**src/rtl/mia_pkg.sv**
```systemverilog
// Shared types and constants for the multiword integer ALU.
`default_nettype none
package mia_pkg;

    // Operation codes of the configuration register.
    localparam int OP_W = 2;
    typedef logic [OP_W-1:0] op_t;
    localparam op_t OP_ADD = 2'd0;
    localparam op_t OP_SUB = 2'd1;
    localparam op_t OP_MUL = 2'd2;
    localparam op_t OP_DIV = 2'd3;

    // Port word width and widths that cover the whole limb count range.
    localparam int WORD_W = 32;
    localparam int CNT_W  = 7;
    localparam int ADDR_W = 6;

    // One run handed from the front end to the execution unit.
    typedef struct packed {
        logic [CNT_W-1:0] cnt;
        op_t              op;
        logic             ovf;
        logic             zdiv;
    } job_t;

    // Operand store write from the front end.
    typedef struct packed {
        logic              we;
        logic [ADDR_W-1:0] addr;
        logic [WORD_W-1:0] a;
        logic [WORD_W-1:0] b;
    } opw_t;

endpackage
`default_nettype wire

```
**src/rtl/mia_queue.sv**
```systemverilog
// Two-entry job queue between the front end and the execution unit.
`default_nettype none
module mia_queue (
    input  wire logic          clk,
    input  wire logic          rst_n,
    input  wire logic          push,
    input  wire mia_pkg::job_t din,
    input  wire logic          pop,
    output mia_pkg::job_t      dout,
    output logic               nonempty
);
    mia_pkg::job_t slot_reg [2];
    logic          wp_reg, rp_reg;
    logic [1:0]    cnt_reg;
    logic          do_push, do_pop;

    assign do_push  = push && (cnt_reg != 2'd2);
    assign do_pop   = pop && (cnt_reg != 2'd0);
    assign nonempty = cnt_reg != 2'd0;
    assign dout     = slot_reg[rp_reg];

    always_ff @(posedge clk)
    begin
        if (do_push)
        begin
            slot_reg[wp_reg] <= din;
        end
    end

    always_ff @(posedge clk or negedge rst_n)
    begin
        if (!rst_n)
        begin
            wp_reg  <= 1'b0;
            rp_reg  <= 1'b0;
            cnt_reg <= 2'd0;
        end
        else
        begin
            if (do_push)
            begin
                wp_reg <= !wp_reg;
            end
            if (do_pop)
            begin
                rp_reg <= !rp_reg;
            end
            cnt_reg <= cnt_reg + {1'b0, do_push} - {1'b0, do_pop};
        end
    end
endmodule
`default_nettype wire

```
**config.mk**
```make
export PLATFORM = sky130hd
export DESIGN_NAME = mia_queue
export DESIGN_NICKNAME = d
export VERILOG_FILES = /design/src/rtl/mia_pkg.sv /design/src/rtl/mia_queue.sv
export SDC_FILE = /design/constraint.sdc
export NUM_CORES = 1
export LEC_CHECK = 0
export ABC_AREA = 1
export BUFFER_PORTS_ARGS = -buffer_cell sky130_fd_sc_hd__buf_2
export CORE_MARGIN = 1.5
export CORE_UTILIZATION = 50
export CTS_CLUSTER_DIAMETER = 100
export DETAILED_ROUTE_END_ITERATION = 7
export PLACE_DENSITY = 0.76
export REMOVE_ABC_BUFFERS = 1
export SETUP_SLACK_MARGIN = 0.2
export SLEW_MARGIN = 20
export SYNTH_ARGS = -nofsm -noshare
export SYNTH_HDL_FRONTEND = slang
export SYNTH_SLANG_ARGS = --single-unit
```
**constraint.sdc**
```tcl
create_clock -name clk -period 2 [get_ports clk]
set_input_delay 0 -clock clk [delete_from_list [all_inputs] [get_ports clk]]
set_output_delay 0 -clock clk [all_outputs]
set_load 0.005 [all_outputs]
```
==> results.cfg, run 1 <==
[status]
status = finished clean

[floorplanning]
fp.coreArea_um2 = 1960
initial_core_util = 0.529
die_x_um = 48.6
die_y_um = 48.6
row_count = 16
ios = 27
dieArea_um2 = 2360

[worst_setup_path]
crit_arrival_ns = 1.41
critPathMostFrequentCell = nand2_2
start_kind = register
crit_required_ns = 1.95
cp_num_buf_inv = 0
cp-end-kind = register
critPathTopFamily = simple AND/OR/NAND/NOR gates
worst_path_max_delay_cell = nor2_2
cp_max_fo = 12
path_cells = nand2_2 > nand2_2 > nor2_2
worst_path_largest_cell_delay_ns = 0.48
critPathKind = register to register

[logic_synthesis]
yosysWarningCount = 0
ys_ff_latch = 26
syn_area_per_cell_um2 = 11.7
synth_cells = 89
synthSimpleGateAreaFrac = 0.199
synth_top_area_frac = 0.636
synthMuxAreaShare = 0
syn-cell-area_um2 = 1040
synth_top_family_by_area = simple AND/OR/NAND/NOR gates
seq_area_frac_synth = 0.733
synth-compound-area-share = 0.00964
synthArstFlopShare = 0.154
synth_flop_cell = edfxtp_1
yosysUniqueCellTypes = 15
yosys-top-cells-count = 39 x nand2_1, 22 x edfxtp_1, 7 x inv_1
synth_xor_area_frac = 0.00843
synthAdderAreaFrac = 0.0120
synth_top_area_cell = edfxtp_1
synth-edff-count = 22
ys_top_cells_by_area = edfxtp_1 64%, nand2_1 14%, dfrtp_1 9.6%
yosysMostFrequentCell = nand2_1

[clock_tree]
cts_buffers = 3
cts.sinks = 26
cts_tree = done
cts_resized = 0
cts.clk_slew.worst_paths_ns = 0.12
ctsHtreeMaxLevel = 1
hold_buffers = 13
cts_setup_buffers = 0
clk_latency_ns = 0.31
cts_root_buf = clkbuf_4
cts_buffer_depth = 2

[power]
pwr-share-clk = 0.132
power_density_nw_per_um2 = 1200
p_sw_frac = 0.347
p_sw_mw = 0.573
internal_power_mw = 1.08
p_total_mw = 1.65
seqPwrFrac = 0.508
p_comb_frac = 0.360
p_leak_nw = 0.629
peakVddDrop_mv = 1.07

[sta]
maxSlewHeadroom = 0.596
worst_pin_slew_ns = 0.605
setup-tns-final_ns = 0
fin_crit_sh = 0.728
rsz0062_at_grt = no
hold_violations = 0
setup_viol = 0
fin_crit_ns = 1.46
fmax_mhz = 686
maxSlewViolCount = 0
skew_ns = 0.0121

[global_routing]
grt_use_met1 = 0.206
grt_pass1_wl_mm = 2.98
grt_pass1_vias = 728
grtUsageMet3 = 0.0278
use_met2 = 0.296
grt_use_total = 0.165
overflow = 0
antenna_found_initial = 0
grt.busiest_layer = met2
grt_max_degree = 15

[placement]
hpwl_mm = 1.13
port_buffers = 26
gp_congestion = 0.737
dp.cells = 142

[final_layout]
drive_gt1_frac = 0.286
n_antenna_cell = 0
nNetsFinal = 150
final_cells = 160
final_core_util = 0.700
area_growth_pct = 32.3
largest_reg_flops = 22

[detailed_routing]
wl_mm = 1.71
avgViaCountPerCell = 4.57
wire_per_inst_um = 10.7
final_antenna_net_count = 0
vias = 731
remaining_drc_errors = 0
firstDrtPassIters = 4
drt_iter0_drc = 15

[min_path]
hold_class = input pin to register

[flow_run]
max_cap_viol_count = 0
-- per-stage QoR --
step	hold slack [ns]	worst slack [ns]	area (µm²)
after floorplan	-0.296	0.557	1030
after global placement	-0.191	0.597	1210
after detailed placement	-0.189	0.535	1210
after CTS	0.00982	0.522	1360
after global routing	0.0546	0.387	1370
final	0.0372	0.543	1370
-- layout make-up --
type / instances / area (µm²)
multi-input cells: 53 / 238
repair buffers: 42 / 285
clock buffers: 4 / 26.3
well taps: 27 / 33.8
fillers: 154 / 588
inverters: 8 / 30.0
flip-flops and latches: 26 / 761
-- final timing paths --
path / start / end / slack (ns) / cells past startpoint
min in group asynchronous: rst_n / wp_reg / 0.57 / 3
min reg2reg: wp_reg / wp_reg / 0.55 / 2
min: pop / cnt_reg[1] / 0.04 / 5
max in group asynchronous: rst_n / rp_reg / 1.31 / 3
max reg2reg: cnt_reg[1] / slot_reg[1][0] / 0.54 / 3
max: cnt_reg[1] / slot_reg[1][0] / 0.54 / 3
-- routing by layer --
metal	vias to the layer above	routed length, µm
met2	23	833
met4	0	35
met5	-	0
li1	375	-
met1	329	778
met3	4	64
-- layout by cell type, fill, tap and decap left out --
master,n
xor2_1,1
edfxtp_1,22
o21ai_1,1
nor2_2,3
clkbuf_4,3
dlygate4sd3_1,14
nand2_2,2
nand3_1,2
dfrtp_1,4
inv_1,7
clkbuf_1,1
buf_4,2
a21oi_1,1
nand2_4,1
inv_2,1
buf_2,26
nand2_1,39
nor2_1,2
ha_1,1
-- cells by family (layout without fill, tap and decap cells) --
logic type / after synthesis / after routing
simple gates: 49 / 49
flops: 26 / 26
buf+inv: 10 / 54
fa+ha+maj: 1 / 1
compound gates: 2 / 2
xor+xnor: 1 / 1
-- worst min-delay path: cells and delay by family --
kind          cells  cell delay (ns)
buf+inv           2             0.15
simple gates      3             0.14
-- power by group through the flow --
stage / combinational, mW / clock [mW] / sequential (mW)
final: 0.593 / 0.218 / 0.837
after global routing: 0.681 / 0.244 / 0.858
after CTS: 0.592 / 0.217 / 0.838
after detailed placement: 0.572 / 0 / 0.851
after global placement: 0.559 / 0 / 0.844
after floorplan: 0.352 / 0 / 0.829
Note: power is estimated with default switching activity, not from simulation.
==> run 2, diff against run 1 <==
--- a/config.mk
+++ b/config.mk
@@ -5,13 +5,13 @@
 export SDC_FILE = /design/constraint.sdc
 export NUM_CORES = 1
 export LEC_CHECK = 0
-export ABC_AREA = 1
+export ABC_AREA = 0
 export BUFFER_PORTS_ARGS = -buffer_cell sky130_fd_sc_hd__buf_2
 export CORE_MARGIN = 1.5
-export CORE_UTILIZATION = 50
+export CORE_UTILIZATION = 45
 export CTS_CLUSTER_DIAMETER = 100
 export DETAILED_ROUTE_END_ITERATION = 7
-export PLACE_DENSITY = 0.76
+export PLACE_DENSITY = 0.73
 export REMOVE_ABC_BUFFERS = 1
 export SETUP_SLACK_MARGIN = 0.2
 export SLEW_MARGIN = 20
==> constraint.sdc (replaced) <==
create_clock -name clk -period 1.33 [get_ports clk]
set_input_delay 0 -clock clk [delete_from_list [all_inputs] [get_ports clk]]
set_output_delay 0 -clock clk [all_outputs]
set_load 0.005 [all_outputs]
==> run 2 against run 1 <==
Non-clock buffer count grew 9; setup slack lost 0.54 ns; synthesized area shrank 2.9%; synthesized cell count shrank 36%; sequential share of layout area shrank 8.5 points; critical path depth is the same; critical path type is now register to primary output; largest power group is now combinational logic.
==> results.cfg, run 2 <==
[global_routing]
overflow = 0
grt_use_total = 0.176
grt_pass1_wl_mm = 3.14
antenna_found_initial = 0
grt_max_degree = 15
grt_pass1_vias = 647

[logic_synthesis]
ys_ff_latch = 26
synth_cells = 57
synth-compound-area-share = 0.0360
synth_flop_cell = edfxtp_1
synth_xor_area_frac = 0.0261
yosys-top-cells-count = 22 x edfxtp_1, 9 x mux2_1, 4 x dfrtp_1, 4 x nor2_1, 3 x xnor2_1
synthAdderAreaFrac = 0.0124
syn_area_per_cell_um2 = 17.7
synthSimpleGateAreaFrac = 0.0360
synthMuxAreaShare = 0.123
synth-edff-count = 22
syn-cell-area_um2 = 1010
synth_top_area_cell = edfxtp_1
yosysUniqueCellTypes = 18
yosysMostFrequentCell = edfxtp_1
ys_top_cells_by_area = edfxtp_1 66%, mux2_1 10%, dfrtp_1 9.9%
synth_top_family_by_area = multiplexers
synth_top_area_frac = 0.655
yosysWarningCount = 0
synthArstFlopShare = 0.154
seq_area_frac_synth = 0.754

[floorplanning]
row_count = 16
die_y_um = 50.3
initial_core_util = 0.494
fp.coreArea_um2 = 2040
die_x_um = 50.3
dieArea_um2 = 2530
ios = 27

[worst_setup_path]
critPathKind = register to primary output
crit_required_ns = 1.33
worst_path_max_delay_cell = dfrtp_1
worst_path_largest_cell_delay_ns = 0.40
cp_num_buf_inv = 2
cp_max_fo = 8
path_cells = buf_6 > mux2_4 > buf_6
cp-end-kind = primary output
start_kind = register
critPathTopFamily = flip-flops
crit_arrival_ns = 1.32
critPathMostFrequentCell = buf_6

[min_path]
hold_class = input pin to register

[power]
p_sw_frac = 0.299
p_comb_frac = 0.477
internal_power_mw = 2.26
p_leak_nw = 0.672
p_sw_mw = 0.963
peakVddDrop_mv = 1.33
pwr-share-clk = 0.121
seqPwrFrac = 0.402
p_total_mw = 3.22
power_density_nw_per_um2 = 1980

[placement]
hpwl_mm = 1.18
gp_congestion = 0.666
port_buffers = 26

[sta]
skew_ns = 0.00619
fmax_mhz = 756
maxSlewViolCount = 0
fin_crit_ns = 1.32
rsz0062_at_grt = yes
worst_pin_slew_ns = 0.315
setup_viol = 0
hold_slack_ns = 0.151
fin_crit_sh = 0.995
hold_violations = 0
setup-tns-final_ns = 0
maxSlewHeadroom = 0.790

[status]
status = finished clean

[detailed_routing]
final_antenna_net_count = 0
remaining_drc_errors = 0
drt_iter0_drc = 9
vias = 694
wire_per_inst_um = 16.8
firstDrtPassIters = 4
wl_mm = 2.32
avgViaCountPerCell = 5.03

[final_layout]
n_antenna_cell = 0
final_core_util = 0.797
largest_reg_flops = 22
layout_common_cells = 22 x edfxtp_1, 19 x buf_6, 15 x buf_2
drive_gt1_frac = 0.586
final_common_cell = edfxtp_1
n_fill_cell = 112
nNetsFinal = 128
area_growth_pct = 61.4

[clock_tree]
ctsHtreeMaxLevel = 1
cts.sinks = 26
cts_buffer_depth = 2
clk_latency_ns = 0.31
cts_tree = done
cts.clk_slew.worst_paths_ns = 0.14
cts_root_buf = clkbuf_4
cts_buffers = 3

[flow_run]
max_cap_viol_count = 0
==> run 2: per-layer routing <==
layer  vias up  part of all wire  track usage
li1        323                 -            -
met1       336              0.36        0.205
met2        29              0.55        0.325
met3         6             0.053       0.0446
met4         0             0.032       0.0405
met5         -                 0            0
==> run 2: final cells by class <==
type                       count  area, µm²  share of cell area
inverter                       2       7.51             0.00461
multi-input combinational     28        335               0.206
timing repair buffer          51        452               0.277
sequential                    26        763               0.469
clock buffer                   4       36.3              0.0223
tap                           27       33.8              0.0208
==> run 2: tightest hold or removal path, stage by stage <==
cell     delay, ns
buf_2         0.15
o21ai_4       0.10
buf_4         0.12
xnor2_1       0.06
==> run 2: logic make-up after synthesis <==
| kind of cell | count (synthesis) |
|---|---|
| mux | 11 |
| flops | 26 |
| simple gates | 8 |
| compound gates | 5 |
| xor+xnor | 3 |
| buf+inv | 3 |
| fa+ha+maj | 1 |
==> run 2: worst paths after layout <==
| check | slack, ns | from | endpoint | cells past startpoint |
|---|---|---|---|---|
| setup / recovery | 0.007 | rp_reg | dout[9] | 3 |
| setup reg to reg | 0.02 | cnt_reg[1] | cnt_reg[1] | 5 |
| min in group asynchronous | 0.57 | rst_n | cnt_reg[1] | 3 |
| hold reg to reg | 0.61 | wp_reg | wp_reg | 1 |
| max in group asynchronous | 0.63 | rst_n | cnt_reg[0] | 3 |
| hold / removal | 0.15 | push | wp_reg | 4 |
==> run 2: power by group through the flow <==
stage / sequential (mW) / clock, mW / combinational [mW]
6_report: 1.30 / 0.388 / 1.54
3_5_place_dp: 1.25 / 0 / 0.817
5_1_grt: 1.31 / 0.441 / 1.63
3_3_place_gp: 1.23 / 0 / 0.798
4_1_cts: 1.26 / 0.379 / 1.30
2_1_floorplan: 1.27 / 0 / 0.403
==> run 2: metrics by stage <==
stage	std cells	cell area [µm²]	worst slack, ns
after global routing	138	1630	-0.0788
after floorplan	56	1000	-0.112
after CTS	135	1540	0.00626
final	138	1630	0.00669
after detailed placement	115	1210	0.0683
after global placement	115	1210	0.143
==> run 2: repair_timing <==
action | in CTS | in global routing
endpoints found under the setup margin | 36 | 36
hold buffers | 13 | 1
pin swaps | 4 | 7
resized for setup | 30 | 16
buffers inserted | 3 | 2
hold endpoints to repair | 27 | 4
==> run 3, diff against run 2 <==
--- a/config.mk
+++ b/config.mk
@@ -7,11 +7,13 @@
 export LEC_CHECK = 0
 export ABC_AREA = 0
 export BUFFER_PORTS_ARGS = -buffer_cell sky130_fd_sc_hd__buf_2
+export CELL_PAD_IN_SITES_DETAIL_PLACEMENT = 1
+export CELL_PAD_IN_SITES_GLOBAL_PLACEMENT = 2
 export CORE_MARGIN = 1.5
-export CORE_UTILIZATION = 45
+export CORE_UTILIZATION = 31
 export CTS_CLUSTER_DIAMETER = 100
 export DETAILED_ROUTE_END_ITERATION = 7
-export PLACE_DENSITY = 0.73
+export PLACE_DENSITY_LB_ADDON = 0.2
 export REMOVE_ABC_BUFFERS = 1
 export SETUP_SLACK_MARGIN = 0.2
 export SLEW_MARGIN = 20
==> run 3 against run 2 <==
The flow now finishes with violations (setup timing); sequential power is essentially flat; worst hold slack improved by 0.25 ns; sequential share of layout area up 0.19 points; count of clock-buffer cells in the layout down 1; wire length fell by 15%; setup slack worse by 0.020 ns; via count is 4.8% lower; non-clock buffer count increased by 1; first-iteration DRC count decreased by 56%; die area increased by 42%; critical path depth stayed put; critical endpoint is now dout[3]; largest power group unchanged; highest routed layer unchanged.
==> results.cfg, run 3 (same netlist as run 2, synthesis figures left out) <==
[final_layout]
drive_gt1_frac = 0.554
largest_reg_flops = 22
n_fill_cell = 321
n_antenna_cell = 0
layout_common_cells = 22 x edfxtp_1, 17 x buf_6, 15 x dlygate4sd3_1, 15 x buf_2, 10 x mux2_4
area_growth_pct = 61.0
nNetsFinal = 129
final_core_util = 0.528
final_common_cell = edfxtp_1
final_cells = 156
multiInputGateArea_um2 = 317
regArea_um2 = 764

[clock_tree]
cts.sinks = 26
cts_buffer_depth = 2
cts_root_buf = clkbuf_4
cts_buffers = 3
clk_latency_ns = 0.31
cts.clk_slew.worst_paths_ns = 0.14
ctsHtreeMaxLevel = 1
cts_tree = done

[sta]
fin_crit_sh = 1.01
fin_crit_ns = 1.34
worst_slack_ns = -0.0131
skew_ns = 0.00748
maxSlewViolCount = 0
rsz0062_at_grt = yes
maxSlewHeadroom = 0.817
fmax_mhz = 745
hold_violations = 0
setup_viol = 8
worst_pin_slew_ns = 0.275

[worst_setup_path]
crit_arrival_ns = 1.34
start_kind = register
timing.critical_path.from = rp_reg
crit_required_ns = 1.33
cp_max_fo = 5
critPathKind = register to primary output
worstReg2RegStart = cnt_reg[1]
cp-end-kind = primary output

[detailed_routing]
final_antenna_net_count = 0
vias = 661
wire_per_inst_um = 12.6
drt_iter0_drc = 4
wl_mm = 1.96
firstDrtPassIters = 2
avgViaCountPerCell = 4.24
remaining_drc_errors = 0

[power]
peakVddDrop_mv = 0.755
p_leak_nw = 0.660
power_density_nw_per_um2 = 1870

[floorplanning]
die_x_um = 60.0
die_y_um = 60.0
ios = 27
dieArea_um2 = 3600
fp.coreArea_um2 = 3080
initial_core_util = 0.328
row_count = 20

[placement]
hpwl_mm = 1.22
dp.cells = 132
gp_congestion = 0.643
port_buffers = 26

[global_routing]
grt_pass1_vias = 660
antenna_found_initial = 0
grt_use_total = 0.113
overflow = 0
grt_max_degree = 15
grt_pass1_wl_mm = 2.88

[status]
status = finished, violations left
violations = setup timing

[min_path]
hp-start = din[2]
hold_class = input pin to register

[flow_run]
max_cap_viol_count = 0
[run 3: repair_timing]
action,CTS,global route
buffers inserted,2,2
gates cloned,0,1
hold buffers,15,0
endpoints found under the setup margin,36,36
resized for setup,9,37
endpoints found under the hold margin,28,0
pin swaps,4,2
[run 3: routing by layer]
layer,global-route usage,wire length [µm]
met5,0,0
met3,0.0195,61
met4,0.0667,17
met2,0.200,1100
met1,0.125,787
[run 3: metrics by stage]
stage	setup WS, ns	hold slack [ns]	power, mW	cell area [µm²]	setup TNS (ns)
after floorplan	-0.112	-0.296	1.67	1000	-2.47
after global placement	0.134	-0.185	2.05	1230	0
after detailed placement	0.0880	-0.182	2.08	1230	0
after CTS	-0.0282	0.381	2.56	1460	-0.157
after global routing	-0.0670	0.385	3.24	1620	-0.605
final	-0.0131	0.398	3.05	1620	-0.0645
[run 3: final timing paths]
kind | depth (start not counted) | to | slack (ns)
max in group asynchronous | 3 | rp_reg | 0.57
setup / recovery | 3 | dout[3] | -0.01
setup reg to reg | 4 | slot_reg[0][3] | 0.17
hold / removal | 2 | slot_reg[0][2] | 0.40
min in group asynchronous | 3 | cnt_reg[1] | 0.56
hold reg to reg | 1 | wp_reg | 0.56
[run 3: layout make-up]
type                            instances  area share
Clock inverter                          1     0.00231
Multi-Input combinational cell         28       0.195
Timing Repair Buffer                   52       0.280
Sequential cell                        26       0.471
Inverter                                2     0.00462
Tap cell                               44      0.0339
Clock buffer                            3      0.0139
[run 3: where the power goes]
group          total, mW  switching, mW  leakage, nW  internal [mW]
clock network      0.328          0.219       0.0154          0.110
logic               1.44          0.525        0.396          0.914
registers           1.28          0.140        0.249           1.14
total               3.05          0.883        0.660           2.16
[run 3: worst max-delay path, stage by stage (launching register included)]
cell	delay (ns)
dfrtp_2	0.46
buf_6	0.15
mux2_4	0.30
buf_6	0.12
