[src/rtl/mia_pkg.sv]
// Shared types and constants for the multiword integer ALU.
`default_nettype none
package mia_pkg;

    // Operation codes of the configuration register.
    localparam int OP_W = 2;
    typedef logic [OP_W-1:0] op_t;
    localparam op_t OP_ADD = 2'd0;
    localparam op_t OP_SUB = 2'd1;
    localparam op_t OP_MUL = 2'd2;
    localparam op_t OP_DIV = 2'd3;

    // Port word width and widths that cover the whole limb count range.
    localparam int WORD_W = 32;
    localparam int CNT_W  = 7;
    localparam int ADDR_W = 6;

    // One run handed from the front end to the execution unit.
    typedef struct packed {
        logic [CNT_W-1:0] cnt;
        op_t              op;
        logic             ovf;
        logic             zdiv;
    } job_t;

    // Operand store write from the front end.
    typedef struct packed {
        logic              we;
        logic [ADDR_W-1:0] addr;
        logic [WORD_W-1:0] a;
        logic [WORD_W-1:0] b;
    } opw_t;

endpackage
`default_nettype wire

[src/rtl/mia_front.sv]
// Input front end: takes limb pairs, counts them and issues one job per run.
`default_nettype none
module mia_front #(
    parameter int MAX_LIMBS = 64,
    parameter int LIMB_BITS = 32
) (
    input  wire logic                     clk,
    input  wire logic                     rst_n,
    input  wire logic                     cfg_wr_en,
    input  wire mia_pkg::op_t             cfg_wr_data,
    input  wire logic                     in_valid,
    output logic                          in_stall,
    input  wire logic [mia_pkg::WORD_W-1:0] a_limb,
    input  wire logic [mia_pkg::WORD_W-1:0] b_limb,
    input  wire logic                     last_limb,
    input  wire logic                     hold,
    output logic                          push,
    output mia_pkg::job_t                 job,
    output mia_pkg::opw_t                 opw
);
    localparam int NW = $clog2(MAX_LIMBS + 1);
    localparam int AW = mia_pkg::ADDR_W;
    localparam int CW = mia_pkg::CNT_W;
    localparam logic [31:0] LIMB_MASK = 32'((64'd1 << LIMB_BITS) - 64'd1);

    mia_pkg::op_t    op_reg;
    logic [NW-1:0]   cnt_reg, cnt_next;
    logic            ovf_reg, ovf_next;
    logic            bnz_reg, bnz_next;
    logic            accept, room;
    logic [31:0]     a_m, b_m;
    logic [NW:0]     cnt_inc;

    assign in_stall = hold;
    assign accept   = in_valid && !in_stall;
    assign room     = cnt_reg < NW'(MAX_LIMBS);
    assign a_m      = a_limb & LIMB_MASK;
    assign b_m      = b_limb & LIMB_MASK;
    assign cnt_inc  = {1'b0, cnt_reg} + 1'b1;

    assign opw.we   = accept && room;
    assign opw.addr = AW'(cnt_reg);
    assign opw.a    = a_m;
    assign opw.b    = b_m;

    assign push     = accept && last_limb;
    assign job.cnt  = room ? CW'(cnt_inc) : CW'(cnt_reg);
    assign job.op   = op_reg;
    assign job.ovf  = ovf_reg || !room;
    assign job.zdiv = (op_reg == mia_pkg::OP_DIV) && !(bnz_reg || (room && b_m != 32'd0));

    always_comb
    begin
        cnt_next = cnt_reg;
        ovf_next = ovf_reg;
        bnz_next = bnz_reg;
        if (accept)
        begin
            if (last_limb)
            begin
                cnt_next = '0;
                ovf_next = 1'b0;
                bnz_next = 1'b0;
            end
            else if (room)
            begin
                cnt_next = NW'(cnt_inc);
                bnz_next = bnz_reg || (b_m != 32'd0);
            end
            else
            begin
                ovf_next = 1'b1;
            end
        end
    end

    always_ff @(posedge clk or negedge rst_n)
    begin
        if (!rst_n)
        begin
            op_reg  <= mia_pkg::OP_ADD;
            cnt_reg <= '0;
            ovf_reg <= 1'b0;
            bnz_reg <= 1'b0;
        end
        else
        begin
            if (cfg_wr_en)
            begin
                op_reg <= cfg_wr_data;
            end
            cnt_reg <= cnt_next;
            ovf_reg <= ovf_next;
            bnz_reg <= bnz_next;
        end
    end
endmodule
`default_nettype wire

[config.mk]
export PLATFORM = sky130hd
export DESIGN_NAME = mia_front
export DESIGN_NICKNAME = d
export VERILOG_FILES = /design/src/rtl/mia_pkg.sv /design/src/rtl/mia_front.sv
export SDC_FILE = /design/constraint.sdc
export NUM_CORES = 1
export LEC_CHECK = 0
export BUFFER_PORTS_ARGS = -buffer_cell sky130_fd_sc_hd__buf_2
export CORE_ASPECT_RATIO = 0.9
export CORE_MARGIN = 4
export CORE_UTILIZATION = 34
export CTS_CLUSTER_SIZE = 12
export DETAILED_ROUTE_END_ITERATION = 16
export PLACE_DENSITY = 0.86
export SYNTH_ARGS = -nofsm -noshare
export SYNTH_HDL_FRONTEND = slang
export SYNTH_SLANG_ARGS = --single-unit
[constraint.sdc]
create_clock -name clk -period 2.9 [get_ports clk]
set_input_delay 0 -clock clk [delete_from_list [all_inputs] [get_ports clk]]
set_output_delay 0 -clock clk [all_outputs]
set_load 0.005 [all_outputs]
==> results of run 1 <==
worst max-delay path: stages, from the launching register on:
cell	delay [ps]
dfrtp_1	490
nand4b_4	250
nor2_1	150
xor2_1	220
buf_2	160
stage by stage:
step / util (%) / total power, mW / area, um2 / setup slack (ps)
6_report: 35.7 / 0.454 / 1210 / 1400
3_3_place_gp: 34.1 / 0.304 / 1150 / 1550
2_1_floorplan: - / 0.298 / 1190 / 1580
5_1_grt: 35.7 / 0.486 / 1210 / 1210
3_5_place_dp: 34.1 / 0.308 / 1150 / 1520
4_1_cts: 35.7 / 0.462 / 1210 / 1390
cell families (layout without fill, tap and decap cells):
kind of cell | count (synthesis) | count (layout) | synth area share (%)
xor gates and xnor gates | 5 | 5 | 3.68
buffers and inverters | 76 | 99 | 47.1
and+or+nand+nor | 28 | 28 | 14.3
adders and majority gates | 1 | 1 | 1.05
AOI/OAI and AO/OA | 12 | 12 | 7.98
muxes | 3 | 3 | 2.84
DFF | 11 | 11 | 23.1
final timing paths:
kind | slack [ps] | startpoint | endpoint
min in group asynchronous | 170 | rst_n | ovf_reg
min | 0.002 | a_limb[7] | opw[39]
max reg2reg | 1510 | cnt_reg[0] | cnt_reg[4]
max | 1400 | cnt_reg[6] | job[9]
min reg2reg | 480 | bnz_reg | bnz_reg
max in group asynchronous | 2520 | rst_n | cnt_reg[3]
power by group:
| part | switching (mW) | total, mW | internal [mW] |
|---|---|---|---|
| Combinational | 0.0558 | 0.123 | 0.0674 |
| Sequential | 0.0155 | 0.181 | 0.165 |
| Clock | 0.0539 | 0.150 | 0.0962 |
cells in the final DEF, fill, tap and decap left out, drive strengths merged:
master and n:
a21oi 1, a22o 5, and2 1, and2b 1
buf 91, clkbuf 4, dfrtp 11, dlygate4sd3 1
ha 1, inv 3, mux2 3, nand2 4
nand2b 1, nand3 2, nand4 2, nand4b 1
nor2 5, nor2b 1, nor4 8, o211a 1
o21a 2, o21ai 1, o21bai 1, o41ai 1
or2 1, or4 1, xnor2 3, xor2 2
synth_stat cells (2+ instances only):
master,instances,share of area (%)
buf_4,71,45
dfrtp_1,11,23
nor4_1,8,4.2
a22o_1,5,3.7
nor2_1,5,1.6
nand2_1,4,1.3
inv_1,3,0.95
mux2_2,3,2.8
xnor2_1,3,2.2
nand3_1,2,0.84
nand4_1,2,1.1
o21a_1,2,1.3
xor2_1,2,1.5
cell type report:
cell class              instances  area [um2]
inverters                       3        11.3
multi-input cells              49         355
repair buffers                 92         465
fillers                       353        2170
flip-flops and latches         11         275
clock buffers                   4        45.0
well taps                      44        55.1
metal layers:
metal  track usage [%]  up-vias  wire length (um)
li1                  -      437                 -
met1              14.2      417              1090
met2              18.5       75              1310
met3              6.13        4               411
met4              2.63        0                 5
met5                 0        -                 0
repair_timing:
item / 4_1_cts / 5_1_grt
setup endpoints to repair: 0 / 0
hold endpoints to repair: 11 / 0
hold buffers: 1 / 0
==> results by group, run 1 <==
Status
  • Status: finished clean

STA
  • Post-route clock period utilization: 51.9%
  • Setup TNS: 0 ps
  • Worst rel slew slack: 70.1%
  • Hold Fails Final Rpt: 0
  • Period minus WS final: 1500 ps
  • Fmax: 665 MHz
  • RSZ-0062 raised after global routing: false
  • Worst Tran Pin Value: 447 ps
  • Clock Skews: 1.78 ps
  • Slew Viols, Final: 0
  • Worst hold slack: 0.00180 ps
  • Final setup viols: 0

Clock network
  • Sinks on Clock Net: 11
  • CTS tree: done
  • Root Driver: clkbuf_8
  • Clock buffer count from CTS: 3
  • Worst-path clk slew: 50 ps
  • # Post-CTS Setup Buffers: 0
  • H-tree depth: 1
  • Post-cts sizing count: 0
  • Clock Latency Late Sink: 230 ps
  • Clock buffer depth: 2

Floorplanning
  • Die height: 64.2 um
  • Full die area: 4520 um2
  • Rows: 20
  • Core box area: 3380 um2
  • I/O pins: 156
  • Die W: 70.4 um
  • Initial core utilization: 35.3%

Cells and area
  • Finished Layout Cells: 203
  • Area Growth Syn to Fin: 1.37%
  • Largest register FFs: 7
  • N_diodes: 0
  • Nets: 233
  • Layout cells sized above 1: 62.3%

Placed design
  • Port bufs: 91
  • Routability Congestion: 0.818
  • DP Cell Count: 198
  • Hpwl dp: 2.37 mm

Setup path
  • Arrival @ worst endpoint: 1500 ps
  • Reg2Reg Depth: 5
  • Setup CP Type: reg2out
  • Crit path max fanout: 10
  • Setup crit end kind: primary output
  • Worst setup SP type: flip-flop
  • Worst EP required: 2900 ps

Synth
  • Mapped Nets: 209
  • Most used DFF post-synth: dfrtp_1
  • EDFF count, synth: 0
  • Yosys warnings: 0
  • Unique masters post-synth: 28
  • FF+latch count, synth: 11
  • Post-synthesis cell count: 136
  • Syn Area/Cell: 8.76 um2
  • Ys async rst share: 100%
  • Synthesized cell area: 1190 um2
  • Seq/Total Area, Yosys: 23.1%

Power and ir drop
  • VDD IR max: 0.000309 V
  • P_leak: 0.724 nW
  • Cell Pwr Density: 376 nW/um2

Worst hold path
  • Hold/Removal Path Class: in2out
  • Hold path depth: 0

Detailed routing
  • Vias: 933
  • DRC: 0
  • Routed len/inst: 13.9 um
  • Initial DRC count: 34
  • Vias/cell: 4.60
  • First drt pass iteration count: 4
  • Final ANT Viol Nets: 0
  • Routed WL: 2.82 mm

GRT
  • Gr ovfl total: 0
  • Global-route wire length before repair: 4.24 mm
  • GRT Total Usage: 11.7%
  • Number of global-route vias before repair: 863
  • Largest net degree at the start of global routing: 12
  • Initial antenna violation count: 0

Flow run
  • Maxcap violations: 0
No activity file was read; power rests on OpenSTA's default activity.
==> run 2: changes to the inputs <==
--- a/config.mk
+++ b/config.mk
@@ -8,10 +8,10 @@
 export BUFFER_PORTS_ARGS = -buffer_cell sky130_fd_sc_hd__buf_2
 export CORE_ASPECT_RATIO = 0.9
 export CORE_MARGIN = 4
-export CORE_UTILIZATION = 34
+export CORE_UTILIZATION = 32
 export CTS_CLUSTER_SIZE = 12
 export DETAILED_ROUTE_END_ITERATION = 16
-export PLACE_DENSITY = 0.86
+export PLACE_DENSITY = 0.82
 export SYNTH_ARGS = -nofsm -noshare
 export SYNTH_HDL_FRONTEND = slang
 export SYNTH_SLANG_ARGS = --single-unit
==> constraint.sdc (replaced) <==
create_clock -name clk -period 1.5 [get_ports clk]
set_input_delay 0 -clock clk [delete_from_list [all_inputs] [get_ports clk]]
set_output_delay 0 -clock clk [all_outputs]
set_load 0.005 [all_outputs]
==> run 2 against run 1 <==
Sequential cell count unchanged; first-iteration DRC count decreased by 50%; critical path depth increased by 1; die area increased by 5.5%; combinational power increased by 100%; clock power increased by 96%; final cell count increased by 2.0%; via count decreased by 1.4%; largest cell class unchanged; highest routed layer unchanged.
==> results by group, run 2 (same netlist as run 1, synthesis figures left out) <==
Cells and area
  • N_diodes: 0 (unchanged)
  • Area Growth Syn to Fin: 5.67%
  • Final Instance Area: 1260 um2 (+4.2%)
  • Nets: 237 (+1.7%)
  • Finished Layout Cells: 207 (+2.0%)
  • Fin util: 36.2% (+0.45 points)
  • # fillers: 355 (+0.57%)
  • Layout cells sized above 1: 65.0% (+2.8 points)
  • Commonest non-fill, non-tap cells in the layout: 91 x buf_2, 8 x nor4_1, 8 x dfrtp_1
  • Commonest non-fill, non-tap cell in the layout: buf_2
  • Largest register FFs: 7 (unchanged)

Detailed routing
  • Vias: 920 (-1.4%)
  • Routed len/inst: 14.1 um (+1.4%)
  • DRC: 0 (unchanged)
  • First drt pass iteration count: 4 (unchanged)
  • Initial DRC count: 17 (-50%)
  • Routed WL: 2.92 mm (+3.4%)
  • Final ANT Viol Nets: 0 (unchanged)
  • Vias/cell: 4.44 (-3.3%)

STA
  • Worst rel slew slack: 73.5% (+3.4 points)
  • Worst Tran Pin Value: 396 ps (-51.0 ps)
  • Final setup viols: 0 (unchanged)
  • RSZ-0062 raised after global routing: false
  • Post-route clock period utilization: 94.7%
  • Setup TNS: 0 ps (unchanged)
  • Period minus WS final: 1420 ps
  • Clock Skews: 7.18 ps (+5.40 ps)
  • Hold Fails Final Rpt: 0 (unchanged)
  • Fmax: 704 MHz
  • Slew Viols, Final: 0 (unchanged)
  • Setup WS post-layout: 79.6 ps (-1320 ps)
  • Worst hold slack: 0.00187 ps (+0.0000766 ps)

GRT
  • Gr ovfl total: 0 (unchanged)
  • Global-route wire length before repair: 4.23 mm (-0.33%)
  • Largest net degree at the start of global routing: 12 (unchanged)
  • Initial antenna violation count: 0 (unchanged)
  • GRT Total Usage: 11.3% (-0.46 points)
  • Number of global-route vias before repair: 894 (+3.6%)

Clock network
  • CTS tree: done
  • Root Driver: clkbuf_8
  • H-tree depth: 1 (unchanged)
  • Worst-path clk slew: 50 ps (about the same)
  • Clock buffer depth: 2 (unchanged)
  • Sinks on Clock Net: 11 (unchanged)
  • Clock Latency Late Sink: 240 ps (about the same)
  • Clock buffer count from CTS: 3 (unchanged)

Power and ir drop
  • Tot Pwr: 0.893 mW (+97%)
  • Cell Pwr Density: 710 nW/um2 (+89%)
  • P_leak: 0.747 nW (+3.1%)
  • VDD IR max: 0.000211 V (-32%)

Setup path
  • Setup crit end kind: primary output
  • Worst EP required: 1500 ps (-1400 ps)
  • Setup CP Type: reg2out
  • Worst setup SP type: flip-flop
  • Arrival @ worst endpoint: 1420 ps (-80 ps)
  • Crit path max fanout: 5 (-5)
  • Reg2Reg Depth: 5 (unchanged)

Status
  • Status: finished clean

Floorplanning
  • Core box area: 3480 um2 (+3.0%)
  • Rows: 20 (unchanged)
  • I/O pins: 156 (unchanged)
  • Initial core utilization: 34.2% (-1.0 points)
  • Die W: 72.3 um (+2.7%)
  • Full die area: 4760 um2 (+5.5%)
  • Die height: 65.9 um (+2.7%)

Worst hold path
  • Hold/Removal Path Class: in2out
  • Hold path depth: 0 (unchanged)

Placed design
  • Port bufs: 91 (unchanged)
  • Setup slack at placement: 133 ps (-1380 ps)
  • Placed cell area: 1160 um2 (+0.65%)
  • Hpwl dp: 2.49 mm (+5.1%)
  • DP Cell Count: 199 (+0.51%)
  • Routability Congestion: 0.761 (-7.0%)

Flow run
  • Maxcap violations: 0 (unchanged)
==> run 2: area by class of cell <==
type / count / area, um2 / area share, %
Tap cell: 44 / 55.1 / 4.37
Clock buffer: 4 / 45.0 / 3.58
Inverter: 3 / 11.3 / 0.895
Timing Repair Buffer: 96 / 500 / 39.8
Sequential cell: 11 / 279 / 22.2
Multi-Input combinational cell: 49 / 368 / 29.2
==> run 2: path summary, 6_finish.rpt <==
kind | start | to | slack, ps
min in group asynchronous | rst_n | cnt_reg[2] | 160
max reg2reg | cnt_reg[1] | cnt_reg[4] | 170
max | cnt_reg[1] | job[8] | 80
max in group asynchronous | rst_n | cnt_reg[6] | 1100
min | a_limb[24] | opw[56] | 0.002
min reg2reg | bnz_reg | bnz_reg | 480
==> run 2: metal layers <==
metal / vias to the layer above / routed length, um / GRT usage (%)
li1: 438 / - / -
met1: 414 / 1000 / 11.8
met2: 64 / 1500 / 19.7
met3: 4 / 393 / 6.84
met4: 0 / 16 / 1.64
met5: - / 0 / 0
==> run 2: worst max-delay path: stages, from the launching register on <==
cell and delay, ps:
dfrtp_2 440, ha_1 200, and2b_1 190, nand3_2 100, xnor2_2 110, buf_2 130
==> run 2: what timing repair did <==
action,4_1_cts,5_1_grt
endpoints found under the setup margin,0,2
setup buffers,0,1
endpoints found under the hold margin,13,0
gates resized for setup,0,5
hold buffers,3,0
==> run 2: power by group <==
group | switching, mW | leakage (nW) | total [mW] | internal [mW]
logic | 0.112 | 0.584 | 0.252 | 0.140
registers | 0.0261 | 0.140 | 0.347 | 0.321
clock network | 0.108 | 0.0228 | 0.294 | 0.186
total | 0.246 | 0.747 | 0.893 | 0.648
==> run 3: changes to the inputs <==
==> constraint.sdc (replaced) <==
create_clock -name clk -period 1.5 [get_ports clk]
set_input_delay 0 -clock clk [delete_from_list [all_inputs] [get_ports clk]]
set_output_delay 0 -clock clk [all_outputs]
set_load 0.01 [all_outputs]
==> run 3 against run 2 <==
Clock power hardly changed; sequential share of layout area fell by 0.52 points; largest cell class unchanged; wire length grew 0.14%; hold slack about the same.
==> results by group, run 3 (same netlist as run 1, synthesis figures left out) <==
Detailed routing
  • Vias/cell: 4.51 (+1.5%)
  • DRC: 0 (unchanged)
  • Routed WL: 2.92 mm (+0.14%)
  • First drt pass iteration count: 4 (unchanged)
  • Final ANT Viol Nets: 0 (unchanged)
  • Routed len/inst: 13.8 um (-1.8%)
  • Vias: 952 (+3.5%)
  • Initial DRC count: 29 (+12)

GRT
  • Number of global-route vias before repair: 874 (-2.2%)
  • GRT Total Usage: 11.1% (-0.19 points)
  • Global-route wire length before repair: 4.11 mm (-2.8%)
  • Largest net degree at the start of global routing: 12 (unchanged)
  • Initial antenna violation count: 0 (unchanged)
  • Gr ovfl total: 0 (unchanged)

Setup path
  • Worst setup SP type: flip-flop
  • CP max stage delay: 420 ps (-20 ps)
  • Crit path cell chain: ha_1, and2b_1, nand3_2, xnor2_2, buf_2
  • Arrival @ worst endpoint: 1420 ps (about the same)
  • Crit path max fanout: 4 (-1)
  • Setup crit end kind: primary output
  • Setup CP Type: reg2out
  • WP buf/inv: 1 (unchanged)
  • Family with the most delay on the worst path: flip-flops
  • Worst EP required: 1500 ps (about the same)
  • CP max stage cell: dfrtp_2

Placed design
  • Port bufs: 91 (unchanged)
  • Routability Congestion: 0.757 (-0.49%)
  • DP Cell Count: 199 (unchanged)
  • Setup slack at placement: 133 ps (-0.373 ps)
  • Placed cell area: 1160 um2 (unchanged)
  • Hpwl dp: 2.48 mm (-0.74%)

Cells and area
  • Nets: 241 (+1.7%)
  • Area Growth Syn to Fin: 8.19%
  • Layout cells sized above 1: 65.9% (+0.84 points)
  • N_diodes: 0 (unchanged)
  • Finished Layout Cells: 211 (+1.9%)
  • # fillers: 352 (-0.85%)
  • Commonest non-fill, non-tap cell in the layout: buf_2
  • Largest register FFs: 7 (unchanged)
  • Commonest non-fill, non-tap cells in the layout: 91 x buf_2, 8 x nor4_1, 8 x dfrtp_1
  • Final Instance Area: 1290 um2 (+2.4%)

Floorplanning
  • I/O pins: 156 (unchanged)
  • Die W: 72.3 um (unchanged)
  • Full die area: 4760 um2 (unchanged)
  • Core box area: 3480 um2 (unchanged)
  • Die height: 65.9 um (unchanged)
  • Initial core utilization: 34.2% (unchanged)
  • Rows: 20 (unchanged)

Flow run
  • Maxcap violations: 0 (unchanged)

Clock network
  • CTS tree: done
  • Worst-path clk slew: 50 ps (about the same)
  • Clock Latency Late Sink: 230 ps (about the same)
  • Sinks on Clock Net: 11 (unchanged)
  • H-tree depth: 1 (unchanged)
  • Clock buffer count from CTS: 3 (unchanged)
  • Clock buffer depth: 2 (unchanged)
  • Root Driver: clkbuf_8

Power and ir drop
  • P_leak: 0.768 nW (+2.9%)
  • VDD IR max: 0.000242 V (+15%)
  • Sw frac: 30.0% (+2.5 points)
  • Psw: 0.283 mW (+15%)
  • Clock network fraction of total power: 31.1% (-1.8 points)
  • Cell Pwr Density: 733 nW/um2 (+3.3%)
  • Combinational Power Share: 32.7% (+4.5 points)
  • Flop pwr share: 36.2% (-2.7 points)
  • Internal: 0.662 mW (+2.2%)

STA
  • Fmax: 703 MHz (-0.20%)
  • Worst Tran Pin Value: 410 ps (+13.6 ps)
  • Slew Viols, Final: 0 (unchanged)
  • Final setup viols: 0 (unchanged)
  • Clock Skews: 2.34 ps (-4.84 ps)
  • Hold Fails Final Rpt: 0 (unchanged)
  • Worst hold slack: 0.00371 ps (+0.00183 ps)
  • Setup WS post-layout: 76.7 ps (-2.86 ps)
  • Period minus WS final: 1420 ps (+2.86 ps)
  • Worst rel slew slack: 72.6% (-0.91 points)
  • Setup TNS: 0 ps (unchanged)
  • Post-route clock period utilization: 94.9% (+0.19 points)

Status
  • Status: finished clean

Worst hold path
  • Hold/Removal Path Class: in2out
## run 3: cell count changes in the layout (fill, tap and decap cells not counted)
cell	before	now
buf_4	2	6
## run 3: path summary, 6_finish.rpt
check                        endpoint  depth (start not counted)  slack (ps)       start
hold reg to reg               bnz_reg                          2         490     bnz_reg
hold / removal                opw[56]                          0       0.004  a_limb[24]
min in group asynchronous  cnt_reg[4]                          2         170       rst_n
setup / recovery               job[8]                          5          80  cnt_reg[0]
setup reg to reg           cnt_reg[3]                          3         190  cnt_reg[2]
max in group asynchronous  cnt_reg[6]                          2        1110       rst_n
## run 3: final cells by class
class | count | area [um2] | area share, %
clock buffers | 4 | 45.0 | 3.50
inverters | 3 | 11.3 | 0.874
multi-input cells | 49 | 368 | 28.5
flip-flops and latches | 11 | 279 | 21.7
well taps | 44 | 55.1 | 4.27
repair buffers | 100 | 531 | 41.2
## run 3: routing by layer
layer,part of all wire [%],global-route usage [%],vias up
met5,0,0,-
met4,0.75,1.64,0
met3,13,6.69,6
met2,50,18.5,67
met1,36,12.2,432
li1,-,-,447
## run 3: worst register-to-register path: stages (launching register included)
cell,delay [ps]
dfrtp_1,500
nand4b_4,160
or4_1,480
o21ai_0,90
## run 3: repair_timing
| item | CTS | global route |
|---|---|---|
| endpoints found under the setup margin | 1 | 2 |
| hold buffers | 3 | 0 |
| endpoints found under the hold margin | 13 | 0 |
| buffers inserted | 0 | 5 |
| pin swaps | 0 | 0 |
| gates resized for setup | 1 | 4 |
## run 3: metrics by stage
| stage | total power [mW] | util (%) |
|---|---|---|
| after floorplan | 0.629 | - |
| after global placement | 0.624 | 33.3 |
| after detailed placement | 0.629 | 33.3 |
| after CTS | 0.936 | 35.5 |
| after global routing | 1.00 | 37.1 |
| final | 0.945 | 37.1 |
## run 3: power groups by stage
| stage | logic, mW | clock network (mW) | registers, mW |
|---|---|---|---|
| after floorplan | 0.277 | 0 | 0.352 |
| after global placement | 0.272 | 0 | 0.352 |
| after detailed placement | 0.276 | 0 | 0.353 |
| after CTS | 0.282 | 0.304 | 0.349 |
| after global routing | 0.341 | 0.318 | 0.345 |
| final | 0.309 | 0.294 | 0.342 |
